$ cat config.mk
export PLATFORM = sky130hd
export DESIGN_NAME = adpcm_step_index_decoder_core_flat
export DESIGN_NICKNAME = d
export VERILOG_FILES = /design/src/asidec_pkg.sv /design/src/asidec_if.sv /design/src/adpcm_step_index_decoder_core.sv /design/src/flat_wrapper.sv
export SDC_FILE = /design/constraint.sdc
export NUM_CORES = 1
export LEC_CHECK = 0
export BUFFER_PORTS_ARGS = -buffer_cell sky130_fd_sc_hd__buf_2
export CAP_MARGIN = 20
export CORE_MARGIN = 5
export CORE_UTILIZATION = 23
export CTS_BUF_LIST = sky130_fd_sc_hd__clkbuf_8
export CTS_CLUSTER_SIZE = 20
export DETAILED_ROUTE_END_ITERATION = 7
export GPL_ROUTABILITY_DRIVEN = 0
export PLACE_DENSITY_LB_ADDON = 0.08
export SLEW_MARGIN = 20
export SYNTH_ARGS = -nofsm -noshare
export SYNTH_HDL_FRONTEND = slang
export SYNTH_SLANG_ARGS = --single-unit
$ cat constraint.sdc
create_clock -name clk -period 20.9 [get_ports clk]
set_input_delay 2.09 -clock clk [delete_from_list [all_inputs] [get_ports clk]]
set_output_delay 2.09 -clock clk [all_outputs]
set_load 0.02 [all_outputs]
$ cat src/asidec_pkg.sv
// asidec_pkg: shared types, constants and lookup tables of the adpcm step index decoder
`default_nettype none
package asidec_pkg;

	localparam int unsigned SampleWidth = 16;
	localparam int unsigned IndexWidth  = 7;
	localparam int unsigned StepWidth   = 15;
	localparam int unsigned DiffWidth   = 18;

	localparam logic [IndexWidth-1:0] IdxInit = 7'd44;
	localparam logic [IndexWidth-1:0] IdxTop  = 7'd88;
	localparam logic [IndexWidth-1:0] IdxJump = 7'd8;

	localparam logic [7:0] CmdSkip   = 8'h82;
	localparam logic [7:0] CmdRepeat = 8'h80;
	localparam logic [7:0] CmdUp     = 8'h81;

	localparam int unsigned CmdBit  = 7;
	localparam int unsigned SignBit = 6;

	localparam logic       OpLoad = 1'b0;
	localparam logic       OpCode = 1'b1;

	localparam logic       CfgChannelCount = 1'b0;
	localparam logic       CfgBaseShift    = 1'b1;
	localparam int unsigned CfgDataWidth   = 4;

	localparam logic signed [SampleWidth+2:0] PcmLow  = -19'sd32768;
	localparam logic signed [SampleWidth+2:0] PcmHigh = 19'sd32767;

	typedef logic signed [SampleWidth-1:0] sample_t;
	typedef logic [IndexWidth-1:0]          index_t;

	typedef struct packed {
		sample_t sample;
		index_t  index;
	} entry_t;

	localparam entry_t EntryReset = '{sample: '0, index: IdxInit};

	function automatic logic [StepWidth-1:0] step_lookup(input index_t idx);
		logic [StepWidth-1:0] s;
		unique case (idx)
			7'd0:  s = 15'd7;     7'd1:  s = 15'd8;     7'd2:  s = 15'd9;
			7'd3:  s = 15'd10;    7'd4:  s = 15'd11;    7'd5:  s = 15'd12;
			7'd6:  s = 15'd13;    7'd7:  s = 15'd14;    7'd8:  s = 15'd16;
			7'd9:  s = 15'd17;    7'd10: s = 15'd19;    7'd11: s = 15'd21;
			7'd12: s = 15'd23;    7'd13: s = 15'd25;    7'd14: s = 15'd28;
			7'd15: s = 15'd31;    7'd16: s = 15'd34;    7'd17: s = 15'd37;
			7'd18: s = 15'd41;    7'd19: s = 15'd45;    7'd20: s = 15'd50;
			7'd21: s = 15'd55;    7'd22: s = 15'd60;    7'd23: s = 15'd66;
			7'd24: s = 15'd73;    7'd25: s = 15'd80;    7'd26: s = 15'd88;
			7'd27: s = 15'd97;    7'd28: s = 15'd107;   7'd29: s = 15'd118;
			7'd30: s = 15'd130;   7'd31: s = 15'd143;   7'd32: s = 15'd157;
			7'd33: s = 15'd173;   7'd34: s = 15'd190;   7'd35: s = 15'd209;
			7'd36: s = 15'd230;   7'd37: s = 15'd253;   7'd38: s = 15'd279;
			7'd39: s = 15'd307;   7'd40: s = 15'd337;   7'd41: s = 15'd371;
			7'd42: s = 15'd408;   7'd43: s = 15'd449;   7'd44: s = 15'd494;
			7'd45: s = 15'd544;   7'd46: s = 15'd598;   7'd47: s = 15'd658;
			7'd48: s = 15'd724;   7'd49: s = 15'd796;   7'd50: s = 15'd876;
			7'd51: s = 15'd963;   7'd52: s = 15'd1060;  7'd53: s = 15'd1166;
			7'd54: s = 15'd1282;  7'd55: s = 15'd1411;  7'd56: s = 15'd1552;
			7'd57: s = 15'd1707;  7'd58: s = 15'd1878;  7'd59: s = 15'd2066;
			7'd60: s = 15'd2272;  7'd61: s = 15'd2499;  7'd62: s = 15'd2749;
			7'd63: s = 15'd3024;  7'd64: s = 15'd3327;  7'd65: s = 15'd3660;
			7'd66: s = 15'd4026;  7'd67: s = 15'd4428;  7'd68: s = 15'd4871;
			7'd69: s = 15'd5358;  7'd70: s = 15'd5894;  7'd71: s = 15'd6484;
			7'd72: s = 15'd7132;  7'd73: s = 15'd7845;  7'd74: s = 15'd8630;
			7'd75: s = 15'd9493;  7'd76: s = 15'd10442; 7'd77: s = 15'd11487;
			7'd78: s = 15'd12635; 7'd79: s = 15'd13899; 7'd80: s = 15'd15289;
			7'd81: s = 15'd16818; 7'd82: s = 15'd18500; 7'd83: s = 15'd20350;
			7'd84: s = 15'd22385; 7'd85: s = 15'd24623; 7'd86: s = 15'd27086;
			7'd87: s = 15'd29794;
			default: s = 15'd32767;
		endcase
		return s;
	endfunction

	function automatic logic signed [4:0] adapt_lookup(input logic [4:0] code);
		logic signed [4:0] a;
		if (!code[0]) begin
			a = -5'sd1;
		end else begin
			unique case (code[4:1])
				4'd0:  a = 5'sd0;  4'd1:  a = 5'sd4;  4'd2:  a = 5'sd2;  4'd3:  a = 5'sd6;
				4'd4:  a = 5'sd1;  4'd5:  a = 5'sd5;  4'd6:  a = 5'sd3;  4'd7:  a = 5'sd7;
				4'd8:  a = 5'sd1;  4'd9:  a = 5'sd5;  4'd10: a = 5'sd3;  4'd11: a = 5'sd7;
				4'd12: a = 5'sd2;  4'd13: a = 5'sd4;  4'd14: a = 5'sd6;
				default: a = 5'sd8;
			endcase
		end
		return a;
	endfunction

endpackage
`default_nettype wire

$ cat src/asidec_if.sv
// asidec channel interfaces: code words in, pcm words out
`default_nettype none
interface asidec_in_if;
	logic        valid;
	logic        ready;
	logic        op;
	logic [7:0]  code_byte;
	logic signed [15:0] raw_sample;
	logic        load_channel;

	modport source (output valid, output op, output code_byte, output raw_sample,
		output load_channel, input ready);
	modport sink (input valid, input op, input code_byte, input raw_sample,
		input load_channel, output ready);
endinterface

interface asidec_out_if;
	logic        valid;
	logic        ready;
	logic signed [15:0] pcm_sample;
	logic        sample_channel;

	modport source (output valid, output pcm_sample, output sample_channel, input ready);
	modport sink (input valid, input pcm_sample, input sample_channel, output ready);
endinterface
`default_nettype wire

$ cat src/adpcm_step_index_decoder_core.sv
// adpcm_step_index_decoder_core: ima-style adpcm decoder, mono or stereo, 16-bit pcm out
//
// code_chan takes one word per cycle unless stalled: a load (op 0) presets a channel's
// sample and step index and echoes the sample; a code byte is a command or a data byte.
// pcm_chan gives one word for each load, repeat command and data byte; skip and
// step up/down commands give none.
// cfg_we/cfg_idx/cfg_wdata write channel_count (index 0) and base_shift (index 1);
// write only while no word is in flight.
// per-channel sample and step index sit in a two-entry memory that is read into the
// read register as a word is taken; stage 1 computes and writes back, with a bypass
// into the read register when the next word hits the same entry.
// a result goes from the read register through stage 1 into the output register on pcm_chan.
// throughput: one code word per cycle unless stalled; set by the state read-modify-write.
// reset clears the channel pointer and marks both memory entries as unwritten, so
// they read as sample 0, step index 44; configuration returns to mono, shift 0.
// a stalled pcm_chan holds its word; the next word with a result waits in stage 1
// and further code words wait until the output register drains.
`default_nettype none
module adpcm_step_index_decoder_core (
	input  wire                                 clk,
	input  wire                                 arst_n,
	input  wire                                 cfg_we,
	input  wire                                 cfg_idx,
	input  wire [asidec_pkg::CfgDataWidth-1:0]  cfg_wdata,
	asidec_in_if.sink                           code_chan,
	asidec_out_if.source                        pcm_chan
);
	import asidec_pkg::*;

	logic [1:0] chan_count_q;
	logic [3:0] base_shift_q;
	logic       cur_ch_q;

	entry_t     mem_q [2];
	logic [1:0] mem_valid_q;

	logic       valid_s1;
	logic       op_s1;
	logic [7:0] code_s1;
	sample_t    raw_s1;
	logic       ch_s1;
	entry_t     rd_s1;

	logic       valid_s2;
	sample_t    sample_s2;
	logic       ch_s2;

	logic       accept;
	logic       rd_addr;
	logic       has_res;
	logic       go_s1;
	logic       wr_en;
	entry_t     wr_data;
	sample_t    res_sample;
	logic       is_cmd;
	logic       rotates;
	logic       next_ch;

	index_t               idx_c;
	logic [StepWidth-1:0] step;
	logic [DiffWidth-1:0] diff;
	logic signed [SampleWidth+2:0] sum;
	sample_t              data_sample;
	logic signed [7:0]    idx_adj;
	index_t               data_idx;
	index_t               up_idx;
	index_t               down_idx;
	index_t               rep_idx;

	// config registers
	always_ff @(posedge clk or negedge arst_n) begin
		if (!arst_n) begin
			chan_count_q <= 2'd1;
			base_shift_q <= '0;
		end else if (cfg_we) begin
			unique case (cfg_idx)
				CfgChannelCount: chan_count_q <= cfg_wdata[1:0];
				CfgBaseShift:    base_shift_q <= cfg_wdata;
				default:         ;
			endcase
		end
	end

	// handshake
	assign has_res = (op_s1 == OpLoad) || (code_s1 == CmdRepeat) || !code_s1[CmdBit];
	assign go_s1   = valid_s1 && (!has_res || !valid_s2 || pcm_chan.ready);
	assign code_chan.ready = !valid_s1 || go_s1;
	assign accept  = code_chan.valid && code_chan.ready;
	assign rd_addr = (code_chan.op == OpLoad) ? code_chan.load_channel : cur_ch_q;

	// channel rotation
	assign is_cmd  = code_chan.code_byte[CmdBit];
	assign rotates = !is_cmd || (code_chan.code_byte == CmdSkip)
		|| (code_chan.code_byte == CmdRepeat);
	always_comb begin
		next_ch = cur_ch_q;
		if (code_chan.op == OpLoad) begin
			next_ch = 1'b0;
		end else if (rotates) begin
			next_ch = chan_count_q[1] ? ~cur_ch_q : 1'b0;
		end
	end

	always_ff @(posedge clk or negedge arst_n) begin
		if (!arst_n) begin
			cur_ch_q <= 1'b0;
		end else if (accept) begin
			cur_ch_q <= next_ch;
		end
	end

	// stage 1 datapath
	assign idx_c = (rd_s1.index > IdxTop) ? IdxTop : rd_s1.index;
	assign step  = step_lookup(idx_c);

	always_comb begin
		diff = DiffWidth'(step) >> base_shift_q;
		for (int i = 0; i < 6; i++) begin
			if (code_s1[i]) begin
				diff = diff + (DiffWidth'(step) >> i);
			end
		end
	end

	always_comb begin
		if (code_s1[SignBit]) begin
			sum = (SampleWidth+3)'(rd_s1.sample) - $signed({1'b0, diff});
		end else begin
			sum = (SampleWidth+3)'(rd_s1.sample) + $signed({1'b0, diff});
		end
		if (sum < PcmLow) begin
			data_sample = PcmLow[SampleWidth-1:0];
		end else if (sum > PcmHigh) begin
			data_sample = PcmHigh[SampleWidth-1:0];
		end else begin
			data_sample = sum[SampleWidth-1:0];
		end
	end

	always_comb begin
		idx_adj = $signed({1'b0, idx_c}) + 8'(adapt_lookup(code_s1[4:0]));
		if (idx_adj < 8'sd0) begin
			data_idx = '0;
		end else if (idx_adj > $signed({1'b0, IdxTop})) begin
			data_idx = IdxTop;
		end else begin
			data_idx = idx_adj[IndexWidth-1:0];
		end
	end

	assign up_idx   = (rd_s1.index >= IdxTop - IdxJump) ? IdxTop : rd_s1.index + IdxJump;
	assign down_idx = (rd_s1.index < IdxJump) ? '0 : rd_s1.index - IdxJump;
	assign rep_idx  = (rd_s1.index == '0) ? '0 : rd_s1.index - 7'd1;

	always_comb begin
		wr_data    = rd_s1;
		res_sample = rd_s1.sample;
		if (op_s1 == OpLoad) begin
			wr_data    = '{sample: raw_s1, index: IdxInit};
			res_sample = raw_s1;
		end else if (!code_s1[CmdBit]) begin
			wr_data    = '{sample: data_sample, index: data_idx};
			res_sample = data_sample;
		end else if (code_s1 == CmdRepeat) begin
			wr_data.index = rep_idx;
		end else if (code_s1 == CmdUp) begin
			wr_data.index = up_idx;
		end else begin
			wr_data.index = down_idx;
		end
	end

	assign wr_en = go_s1 && ((op_s1 == OpLoad) || (code_s1 != CmdSkip));

	// state memory
	always_ff @(posedge clk) begin
		if (wr_en) begin
			mem_q[ch_s1] <= wr_data;
		end
	end

	always_ff @(posedge clk or negedge arst_n) begin
		if (!arst_n) begin
			mem_valid_q <= '0;
		end else if (wr_en) begin
			mem_valid_q[ch_s1] <= 1'b1;
		end
	end

	// read register with bypass from the write-back
	always_ff @(posedge clk) begin
		if (accept) begin
			op_s1   <= code_chan.op;
			code_s1 <= code_chan.code_byte;
			raw_s1  <= code_chan.raw_sample;
			ch_s1   <= rd_addr;
			if (wr_en && (ch_s1 == rd_addr)) begin
				rd_s1 <= wr_data;
			end else if (mem_valid_q[rd_addr]) begin
				rd_s1 <= mem_q[rd_addr];
			end else begin
				rd_s1 <= EntryReset;
			end
		end
	end

	always_ff @(posedge clk or negedge arst_n) begin
		if (!arst_n) begin
			valid_s1 <= 1'b0;
		end else if (code_chan.ready) begin
			valid_s1 <= code_chan.valid;
		end
	end

	// output register
	always_ff @(posedge clk or negedge arst_n) begin
		if (!arst_n) begin
			valid_s2 <= 1'b0;
		end else if (go_s1 && has_res) begin
			valid_s2 <= 1'b1;
		end else if (pcm_chan.ready) begin
			valid_s2 <= 1'b0;
		end
	end

	always_ff @(posedge clk) begin
		if (go_s1 && has_res) begin
			sample_s2 <= res_sample;
			ch_s2     <= ch_s1;
		end
	end

	assign pcm_chan.valid          = valid_s2;
	assign pcm_chan.pcm_sample     = sample_s2;
	assign pcm_chan.sample_channel = ch_s2;

endmodule
`default_nettype wire
$ cat src/flat_wrapper.sv
// flat-port wrapper written by rule: the top's interface ports become plain ports
module adpcm_step_index_decoder_core_flat import asidec_pkg::*;
  (clk, arst_n, cfg_we, cfg_idx, cfg_wdata, code_chan_valid, code_chan_op, code_chan_code_byte, code_chan_raw_sample, code_chan_load_channel, code_chan_ready, pcm_chan_valid, pcm_chan_pcm_sample, pcm_chan_sample_channel, pcm_chan_ready);
  asidec_in_if code_chan_i ();
  asidec_out_if pcm_chan_i ();
  input  wire clk;
  input  wire arst_n;
  input  wire cfg_we;
  input  wire cfg_idx;
  input  wire [asidec_pkg::CfgDataWidth-1:0] cfg_wdata;
  input wire logic [$bits(code_chan_i.valid)-1:0] code_chan_valid;
  input wire logic [$bits(code_chan_i.op)-1:0] code_chan_op;
  input wire logic [$bits(code_chan_i.code_byte)-1:0] code_chan_code_byte;
  input wire logic [$bits(code_chan_i.raw_sample)-1:0] code_chan_raw_sample;
  input wire logic [$bits(code_chan_i.load_channel)-1:0] code_chan_load_channel;
  output wire logic [$bits(code_chan_i.ready)-1:0] code_chan_ready;
  output wire logic [$bits(pcm_chan_i.valid)-1:0] pcm_chan_valid;
  output wire logic [$bits(pcm_chan_i.pcm_sample)-1:0] pcm_chan_pcm_sample;
  output wire logic [$bits(pcm_chan_i.sample_channel)-1:0] pcm_chan_sample_channel;
  input wire logic [$bits(pcm_chan_i.ready)-1:0] pcm_chan_ready;
  assign code_chan_i.valid = code_chan_valid;
  assign code_chan_i.op = code_chan_op;
  assign code_chan_i.code_byte = code_chan_code_byte;
  assign code_chan_i.raw_sample = code_chan_raw_sample;
  assign code_chan_i.load_channel = code_chan_load_channel;
  assign code_chan_ready = code_chan_i.ready;
  assign pcm_chan_valid = pcm_chan_i.valid;
  assign pcm_chan_pcm_sample = pcm_chan_i.pcm_sample;
  assign pcm_chan_sample_channel = pcm_chan_i.sample_channel;
  assign pcm_chan_i.ready = pcm_chan_ready;
  adpcm_step_index_decoder_core u_core (.clk(clk), .arst_n(arst_n), .cfg_we(cfg_we), .cfg_idx(cfg_idx), .cfg_wdata(cfg_wdata), .code_chan(code_chan_i), .pcm_chan(pcm_chan_i));
endmodule
### After elaboration in Yosys (flattened, before gate mapping)

Memory sizes are Yosys's and may differ from the RTL's. A register that Yosys moved wholly into a read port is not among the register bits.
Index checks and enable logic that the tools add are counted.

* bits in registers: 77
* memory bits (writable): 46
* ROM bits: 1984
* input bits: 36
* output and inout port bits: 19
* word-level logic and storage cells: 112
* memories: 3

* $add $sub $neg: 12
* $lt $le $gt $ge: 10
* equal/unequal tests: 7
* shift-type cells: 1
* mux-type cells: 37
* bitwise logic cells: 4
* reductions and logical operators: 24

Memories
* (no name shown): depth 128, width 15, read ports 1, clocked after memory_dff 0, write ports 0, line asidec_pkg.sv:43 `unique case (idx)`
* (no name shown): depth 16, width 4, read ports 1, clocked after memory_dff 1, write ports 0, line asidec_pkg.sv:84 `unique case (code[4:1])`
* u_core.mem_q: depth 2, width 23, read ports 1, clocked after memory_dff 0, write ports 1, line adpcm_step_index_decoder_core.sv:34 `entry_t mem_q [2];`

Operators with widths (count)
* 18-bit two-way mux: 6
* 23-bit two-way mux: 3
* 16-bit two-way mux: 4
* 7-bit two-way mux: 9
* 8-bit equality test, second input constant: 4
* 16-bit by 19-bit adder with 19-bit output: 1
* 19-bit by 16-bit greater-than comparator with 1-bit output, second input constant: 1
* 19-bit by 16-bit less-than comparator with 1-bit output, second input constant: 1
* 19-bit two-way mux: 1
* 16-bit by 19-bit subtractor with 19-bit output: 1
* 18-bit by 10-bit adder with 18-bit output: 1
* 18-bit by 11-bit adder with 18-bit output: 1
* 18-bit by 12-bit adder with 18-bit output: 1
* 18-bit by 13-bit adder with 18-bit output: 1
* 18-bit by 14-bit adder with 18-bit output: 1
* 18-bit by 15-bit adder with 18-bit output: 1
* 15-bit by 4-bit right shift with 18-bit output: 1
* 1-bit two-way mux: 11
* 8-bit by 5-bit adder with 8-bit output: 1
* 8-bit greater-than comparator, second input constant: 1
* 1-bit logical OR: 8
* 8-bit by 1-bit less-than comparator with 1-bit output, second input constant: 1
* 8-bit inequality test, second input constant: 1
* 7-bit by 4-bit adder with 7-bit output, second input constant: 1
* other kinds (19): 33

### Longest topological paths before layout

Gate-level depths: netlist (run 1).
An unclocked memory read counts as a cell.

* depth after elaboration: 24
* depth in mapped cells: 79
* gate-level depth less buffers: 76

### Worst setup path before layout (run 1)

Ideal clock, no wire load.

* path kind: reg-to-reg
* start: register u_core.rd_s1[1] (netlist name)
* end: memory u_core.mem_q[0][18] (netlist name), data pin
* arrival: 14303 ps
* data required time: 20614 ps
* setup slack: 6311 ps
* cell stages (with the launch flop): 72
* path buffers: 4
* cell sequence: edfxtp_1 clkbuf_1 inv_1 ha_1 nor2b_1 buf_2 o21ai_0 nand2_1 nand2_1 inv_1 ha_1 buf_1 and3_1 o2111a_1 nor2_1 a211oi_1 a21oi_1 mux4_2 [... 36 more ...] a21boi_0 nand3_1 a21o_1 xnor2_1 a31oi_1 xnor2_1 ha_1 nand3_1 nand2_1 a41o_1 o41ai_1 xnor2_1 or2_2 nor4_1 a211oi_4 buf_6 o21ai_1 a31oi_1

* word-level cells in the longest chain between the ends: 23
* elaborated cells between the ends (all ways): 25

RTL lines
* start, declared: line adpcm_step_index_decoder_core.sv:42 `entry_t rd_s1;`
* start signal, assigned: line adpcm_step_index_decoder_core.sv:198 `rd_s1 <= wr_data;`
* start signal, assigned: line adpcm_step_index_decoder_core.sv:200 `rd_s1 <= mem_q[rd_addr];`
* start signal, assigned: line adpcm_step_index_decoder_core.sv:202 `rd_s1 <= EntryReset;`
* 7-bit greater-than comparator: line adpcm_step_index_decoder_core.sv:113 `assign idx_c = (rd_s1.index > IdxTop) ? IdxTop : rd_s1.index;`
* 7-bit two-way mux *: line adpcm_step_index_decoder_core.sv:113
* memory read 128 x 15 bit *
* 15-bit by 4-bit right shift with 18-bit output: line adpcm_step_index_decoder_core.sv:117 `diff = DiffWidth'(step) >> base_shift_q;`
* 18-bit by 15-bit adder with 18-bit output: line adpcm_step_index_decoder_core.sv:120 `diff = diff + (DiffWidth'(step) >> i);`
* 18-bit two-way mux: line adpcm_step_index_decoder_core.sv:119 `if (code_s1[i]) begin`
* 18-bit by 14-bit adder with 18-bit output: line adpcm_step_index_decoder_core.sv:120
* 18-bit two-way mux: line adpcm_step_index_decoder_core.sv:119
* [... 7 more ...]
* 18-bit two-way mux *: line adpcm_step_index_decoder_core.sv:119
* 16-bit by 19-bit adder with 19-bit output / 16-bit by 19-bit subtractor with 19-bit output (equally long branches): line adpcm_step_index_decoder_core.sv:129, adpcm_step_index_decoder_core.sv:127
* 19-bit two-way mux *: line adpcm_step_index_decoder_core.sv:126 `if (code_s1[SignBit]) begin`
* 19-bit by 16-bit greater-than comparator with 1-bit output: line adpcm_step_index_decoder_core.sv:133 `end else if (sum > PcmHigh) begin`
* 16-bit two-way mux: line adpcm_step_index_decoder_core.sv:133
* 16-bit two-way mux *: line adpcm_step_index_decoder_core.sv:131 `if (sum < PcmLow) begin`
* 16-bit two-way mux *: line adpcm_step_index_decoder_core.sv:161 `end else if (!code_s1[CmdBit]) begin`
* 23-bit two-way mux *: line adpcm_step_index_decoder_core.sv:158 `if (op_s1 == OpLoad) begin`
* end, declared: line adpcm_step_index_decoder_core.sv:34

Mark *: on every way between the ends. The rest lies on a longest branch, timed or not.

### Worst setup path in the final report (run 1)

* start: register u_core.rd_s1[0] (netlist name)
* end: memory u_core.mem_q[1][21] (netlist name), data pin

Same word-level chain as after synthesis.

==> results.sh, run 1 <==
export IMPL_outcome="complete, no violations"
export IMPL_io_pins=55
export IMPL_required_ps=21150
export IMPL_rsz0062_at_grt="false"
export IMPL_r2r_slack_ps=1820
export IMPL_max_stage_delay_ps=850
export IMPL_cp_common_cell="ha_1"
export IMPL_post_cts_buffers=0
export IMPL_core_sq_um=65600
export IMPL_synthCells=1905
export IMPL_path_max_fanout=15
export IMPL_hold_start="u_core.mem_valid_q[1]"
export IMPL_timing_hold_ws_ps=479
export IMPL_die_w_microns=267
export IMPL_die_height_microns=267
export IMPL_drt_antenna_violating_nets=0
export IMPL_worstRegToRegCells=66
export IMPL_most_common_layout_cells="212 x nand2_1, 177 x nor2_1, 136 x a21oi_1"
export IMPL_synth_seq_area_share_pct=24.3
export IMPL_firstDrtPassIters=7
export IMPL_ys_seq_elements=126
export IMPL_drt_vias_per_instance=5.35
export IMPL_rows=94
export IMPL_final_nets=2076
export IMPL_routedWlPerCell_microns=22.4
export IMPL_grt_overflow_total=0
export IMPL_numCtsBuffers=17
export IMPL_worstMarginPinSlew_ps=1010
export IMPL_dr_max_layer_used="met5"
export IMPL_antenna_found_initial=3
export IMPL_hold_path_class="flop to flop"
export IMPL_drive_above_1_share_pct=10.3
export IMPL_hold_depth=1
export IMPL_ctsResizeCount=0
export IMPL_vias=15000
export IMPL_mostFrequentLayoutCell="nand2_1"
export IMPL_whs_endpoint="u_core.mem_valid_q[1]"
export IMPL_area_growth_pct=10.8
export IMPL_synth_flop_cell="edfxtp_1"
export IMPL_cp_start_kind="flop"
export IMPL_r2r_end="u_core.mem_q[1][21]"
export IMPL_finalCritPeriodShare_pct=91.3
export IMPL_crit_slowest_cell="a2111oi_0"
export IMPL_setup_viol=0
export IMPL_fin_tns_setup_ps=0
export IMPL_final_max_slew_violation_count=0
export IMPL_cts_tree="yes"
export IMPL_hold_viol=0
export IMPL_avgSynthCellArea_sq_um=7.98
export IMPL_cts_sinks=126
export IMPL_yosys_warnings=0
export IMPL_drc_errors=0
export IMPL_skew_ps=36.8
export IMPL_synth_edf_count=112
export IMPL_maxCapViolations=0
export IMPL_cts_hold_buf=0
export IMPL_grt_pass1_vias=14600
export IMPL_arrival_ps=19320
export IMPL_grt_max_degree=61
export IMPL_period_minus_slack_ps=19080
export IMPL_root_buffer="clkbuf_8"
export IMPL_r2r_start="u_core.rd_s1[0]"
export IMPL_utilization_pct=25.7
export IMPL_syn_num_nets=2063
export IMPL_first_iter_violations=1344
export IMPL_clk_insertion_delay_late_ps=470
export IMPL_syn_area_sq_um=15200
export IMPL_grt_pass1_wl_microns=93600
export IMPL_route_met2_wl_microns=28800
export IMPL_initial_utilization_pct=23.2
export IMPL_slew_headroom_pct=31.6
export IMPL_die_area_sq_um=71400
export IMPL_synthArstFlopShare_pct=7.94
export IMPL_synth_cell_types=99
export IMPL_wirelength_microns=62600
export IMPL_path_clk_slew_ps=90
export IMPL_hpwl_microns=47100
export IMPL_end_kind="flop"
export IMPL_grt_use_total_pct=16.9
export IMPL_io_buffers=54
export IMPL_met1_length_microns=29500
export IMPL_htree_levels=4
export IMPL_worstSetupPathType="flop to flop"
export IMPL_dr_wl_met3_microns=2710
export IMPL_clockBufferDepth=2
export IMPL_fmax_mhz=52.4
export IMPL_antenna_cells=0
==> stage by stage <==
step,area [sq um],cells,setup WS (ps)
floorplan,15200,1905,6310
global placement,16400,2763,1800
detailed placement,16400,2763,2040
CTS,16800,2795,1950
global route,16800,2795,262
finish,16800,2795,1820
==> area by class of cell <==
class	instances	area (sq um)
Clock inverter	15	183
Inverter	79	297
Tap cell	864	1080
Timing Repair Buffer	90	541
Fill cell	7201	48800
Multi-Input combinational cell	1604	10800
Sequential cell	126	3690
Clock buffer	17	234
==> registers in the layout (all words and copies together), names as in the netlist, named ones only <==
signal	cells
u_core.cur_ch_q	1
u_core.ch_s1	1
u_core.pcm_chan.valid	1
u_core.rd_s1	23
u_core.mem_q	46
u_core.pcm_chan.sample_channel	1
u_core.base_shift_q	4
u_core.pcm_chan.pcm_sample	16
u_core.code_s1	8
u_core.raw_s1	16
u_core.valid_s1	1
u_core.op_s1	1
u_core.mem_valid_q	2
u_core.chan_count_q	1
==> worst max-delay path by stage <==
stage	start	endpoint	slack, ps	cells after the start
3_3_place_gp	u_core.rd_s1[1]	u_core.mem_q[0][18]	1800	66
6_report	u_core.rd_s1[0]	u_core.mem_q[1][21]	1820	66
4_1_cts	u_core.rd_s1[0]	u_core.mem_q[1][21]	1950	66
2_1_floorplan	u_core.rd_s1[1]	u_core.mem_q[0][18]	6310	71
5_1_grt	u_core.rd_s1[0]	u_core.mem_q[1][21]	260	66
3_5_place_dp	u_core.rd_s1[0]	u_core.pcm_chan.pcm_sample[11]	2040	66
==> synth_stat cells, types with 26 or more instances <==
cell	number	share of area, %
inv_1	67	1.7
a21oi_1	136	4.5
a21o_1	35	1.7
o21ai_0	116	3.8
o211ai_1	26	1.3
nand2b_1	29	1.2
nand2_1	212	5.2
edfxtp_1	112	22
mux2i_1	28	1.8
clkbuf_1	61	1.5
nor2_1	179	4.4
o21a_1	28	1.4
ha_1	114	9.4
nand3_1	64	2.1
xor2_1	39	2.2
nor3_1	55	1.8
a31oi_1	36	1.5
xnor2_1	77	4.4
==> logic make-up after synthesis <==
| family | after synthesis | share of synthesized area (%) |
|---|---|---|
| AND/OR/NAND/NOR | 665 | 20.6 |
| AO/OA/AOI/OAI | 650 | 29.3 |
| buffers and inverters | 175 | 4.70 |
| flip-flops | 126 | 24.3 |
| adder cells (fa/ha/maj) | 124 | 10.6 |
| XOR/XNOR | 117 | 6.79 |
| multiplexers | 48 | 3.77 |
==> layer usage <==
layer / track usage, % / vias to the layer above
li1: - / 7191
met1: 23.5 / 7235
met5: 0 / -
met3: 2.20 / 89
met4: 4.36 / 2
met2: 27.9 / 438
==> worst max-delay path: cells and delay by family, from the launching register on <==
| family | cells | cell delay, ps |
|---|---|---|
| adder cells (fa/ha/maj) | 10 | 3710 |
| flip-flops | 1 | 560 |
| AND/OR/NAND/NOR | 17 | 3510 |
| XOR/XNOR | 7 | 1450 |
| AO/OA/AOI/OAI | 25 | 7840 |
| buffers and inverters | 5 | 980 |
| multiplexers | 2 | 830 |
Power of run 1 is left out: the tool's default activity adds up to more than one toggle a clock period on the data nets, which glitch-free logic cannot reach.
==> inputs of run 2 (changes only) <==
Clock period 20.9 ns to 15.35 ns, I/O delays scaled along.
==> results.sh, run 2 (synthesis gave the netlist of run 1 again) <==
export IMPL_outcome="complete, no violations"
export IMPL_finalWorstSetupSlack_ps=845
export IMPL_grt_max_degree=61
export IMPL_period_minus_slack_ps=14500
export IMPL_cts_sinks=126
export IMPL_multiInputGateArea_sq_um=11400
export IMPL_largest_register="u_core.mem_q"
export IMPL_worstRegToRegCells=71
export IMPL_die_area_sq_um=71400
export IMPL_fillers=7115
export IMPL_clk_insertion_delay_late_ps=480
export IMPL_mostFrequentLayoutCell="nand2_1"
export IMPL_required_ps=15550
export IMPL_ff_latch_area_sq_um=3690
export IMPL_drc_errors=0
export IMPL_firstDrtPassIters=6
export IMPL_setup_viol=0
export IMPL_grt_use_total_pct=17.2
export IMPL_drt_vias_per_instance=5.29
export IMPL_max_stage_delay_ps=480
export IMPL_vias=15600
export IMPL_initial_utilization_pct=23.2
export IMPL_end_kind="flop"
export IMPL_die_height_microns=267
export IMPL_die_w_microns=267
export IMPL_slew_headroom_pct=30.3
export IMPL_grt_pass1_vias=15300
export IMPL_most_common_layout_cells="211 x nand2_1, 187 x buf_4, 170 x nor2_1"
export IMPL_fmax_mhz=68.9
export IMPL_hpwl_microns=48300
export IMPL_skew_ps=40.5
export IMPL_largestRegisters="u_core.mem_q (46), u_core.rd_s1 (23)"
export IMPL_htree_levels=4
export IMPL_io_buffers=54
export IMPL_core_sq_um=65600
export IMPL_grt_overflow_total=0
export IMPL_numCtsBuffers=17
export IMPL_cts_hold_buf=0
export IMPL_hold_viol=0
export IMPL_io_pins=55
export IMPL_rows=94
export IMPL_cts_tree="yes"
export IMPL_hold_path_class="flop to flop"
export IMPL_final_max_slew_violation_count=0
export IMPL_routedWlPerCell_microns=21.7
export IMPL_hold_depth=1
export IMPL_cp_common_cell="buf_4"
export IMPL_cp_start_kind="flop"
export IMPL_antenna_found_initial=1
export IMPL_clockBufferDepth=2
export IMPL_worstMarginPinSlew_ps=1050
export IMPL_grt_pass1_wl_microns=95400
export IMPL_first_iter_violations=1216
export IMPL_path_max_fanout=8
export IMPL_area_growth_pct=22.3
export IMPL_drt_antenna_violating_nets=0
export IMPL_largest_reg_flops=46
export IMPL_maxCapViolations=0
export IMPL_final_nets=2228
export IMPL_root_buffer="clkbuf_8"
export IMPL_drive_above_1_share_pct=21.9
export IMPL_path_clk_slew_ps=90
export IMPL_finalCritPeriodShare_pct=94.5
export IMPL_worstSetupPathType="flop to flop"
export IMPL_arrival_ps=14700
export IMPL_crit_slowest_cell="or3b_2"
export IMPL_wirelength_microns=64000
export IMPL_place_ws_ps=-236
-- run 2: cell types whose count changed in the layout (fill, tap and decap cells not counted), moves of 7 or more --
| cell | before | now |
|---|---|---|
| ha_4 | 0 | 7 |
| o21ai_2 | 0 | 14 |
| nor2_2 | 0 | 7 |
| o21ai_0 | 115 | 94 |
| a21oi_1 | 136 | 121 |
| ha_1 | 114 | 103 |
| nor2_1 | 177 | 170 |
| a21oi_2 | 1 | 16 |
| buf_4 | 36 | 187 |
-- run 2: layout make-up --
type | instances | share of cell area, %
multi-input combinational | 1604 | 61.3
sequential | 126 | 19.9
tap | 864 | 5.81
antenna | 1 | 0.0134
clock inverter | 15 | 1.01
clock buffer | 17 | 1.26
inverter | 79 | 1.61
timing repair buffer | 242 | 9.10
-- run 2: critical path: cells and delay by family (launching register included) --
kind / cells / cell delay (ps)
AO/OA/AOI/OAI: 23 / 4340
XOR/XNOR: 7 / 1140
adder cells (fa/ha/maj): 8 / 2440
buffers and inverters: 11 / 1680
flip-flops: 1 / 350
multiplexers: 2 / 460
AND/OR/NAND/NOR: 20 / 3800
-- run 2: through the flow --
| stage | cells | util (%) | TNS (ps) | hold slack, ps | area (sq um) |
|---|---|---|---|---|---|
| after detailed placement | 2893 | 26.5 | -9530 | 451 | 17400 |
| after global routing | 2947 | 28.3 | -2400 | 492 | 18600 |
| after global placement | 2893 | 26.5 | -11300 | 457 | 17400 |
| after CTS | 2925 | 27.2 | 0 | 477 | 17900 |
| after floorplan | 1905 | - | 0 | 439 | 15200 |
| final | 2948 | 28.4 | 0 | 474 | 18600 |
-- run 2: worst paths after layout --
check                                 startpoint                    end  slack (ps)
max                              u_core.rd_s1[0]       u_core.rd_s1[13]         850
max reg2reg                      u_core.rd_s1[0]       u_core.rd_s1[13]         850
min in group asynchronous                 arst_n        u_core.cur_ch_q         990
max in group asynchronous                 arst_n  u_core.mem_valid_q[1]       14010
min                        u_core.mem_valid_q[1]  u_core.mem_valid_q[1]         470
min reg2reg                u_core.mem_valid_q[1]  u_core.mem_valid_q[1]         470
-- run 2: routing by layer --
layer | GRT usage (%) | part of all wire [%] | vias to the layer above
li1 | - | - | 7507
met5 | 0 | 0 | -
met4 | 4.06 | 2.2 | 0
met1 | 24.4 | 48 | 7588
met3 | 1.40 | 3.9 | 77
met2 | 28.4 | 46 | 422
-- run 2: repair_timing --
item / CTS / global route
pin swaps: 0 / 34
endpoints found under the setup margin: 60 / 64
cloned: 0 / 0
buffers inserted: 0 / 22
gates resized for setup: 9 / 133
Power of run 2 is left out for the same reason.
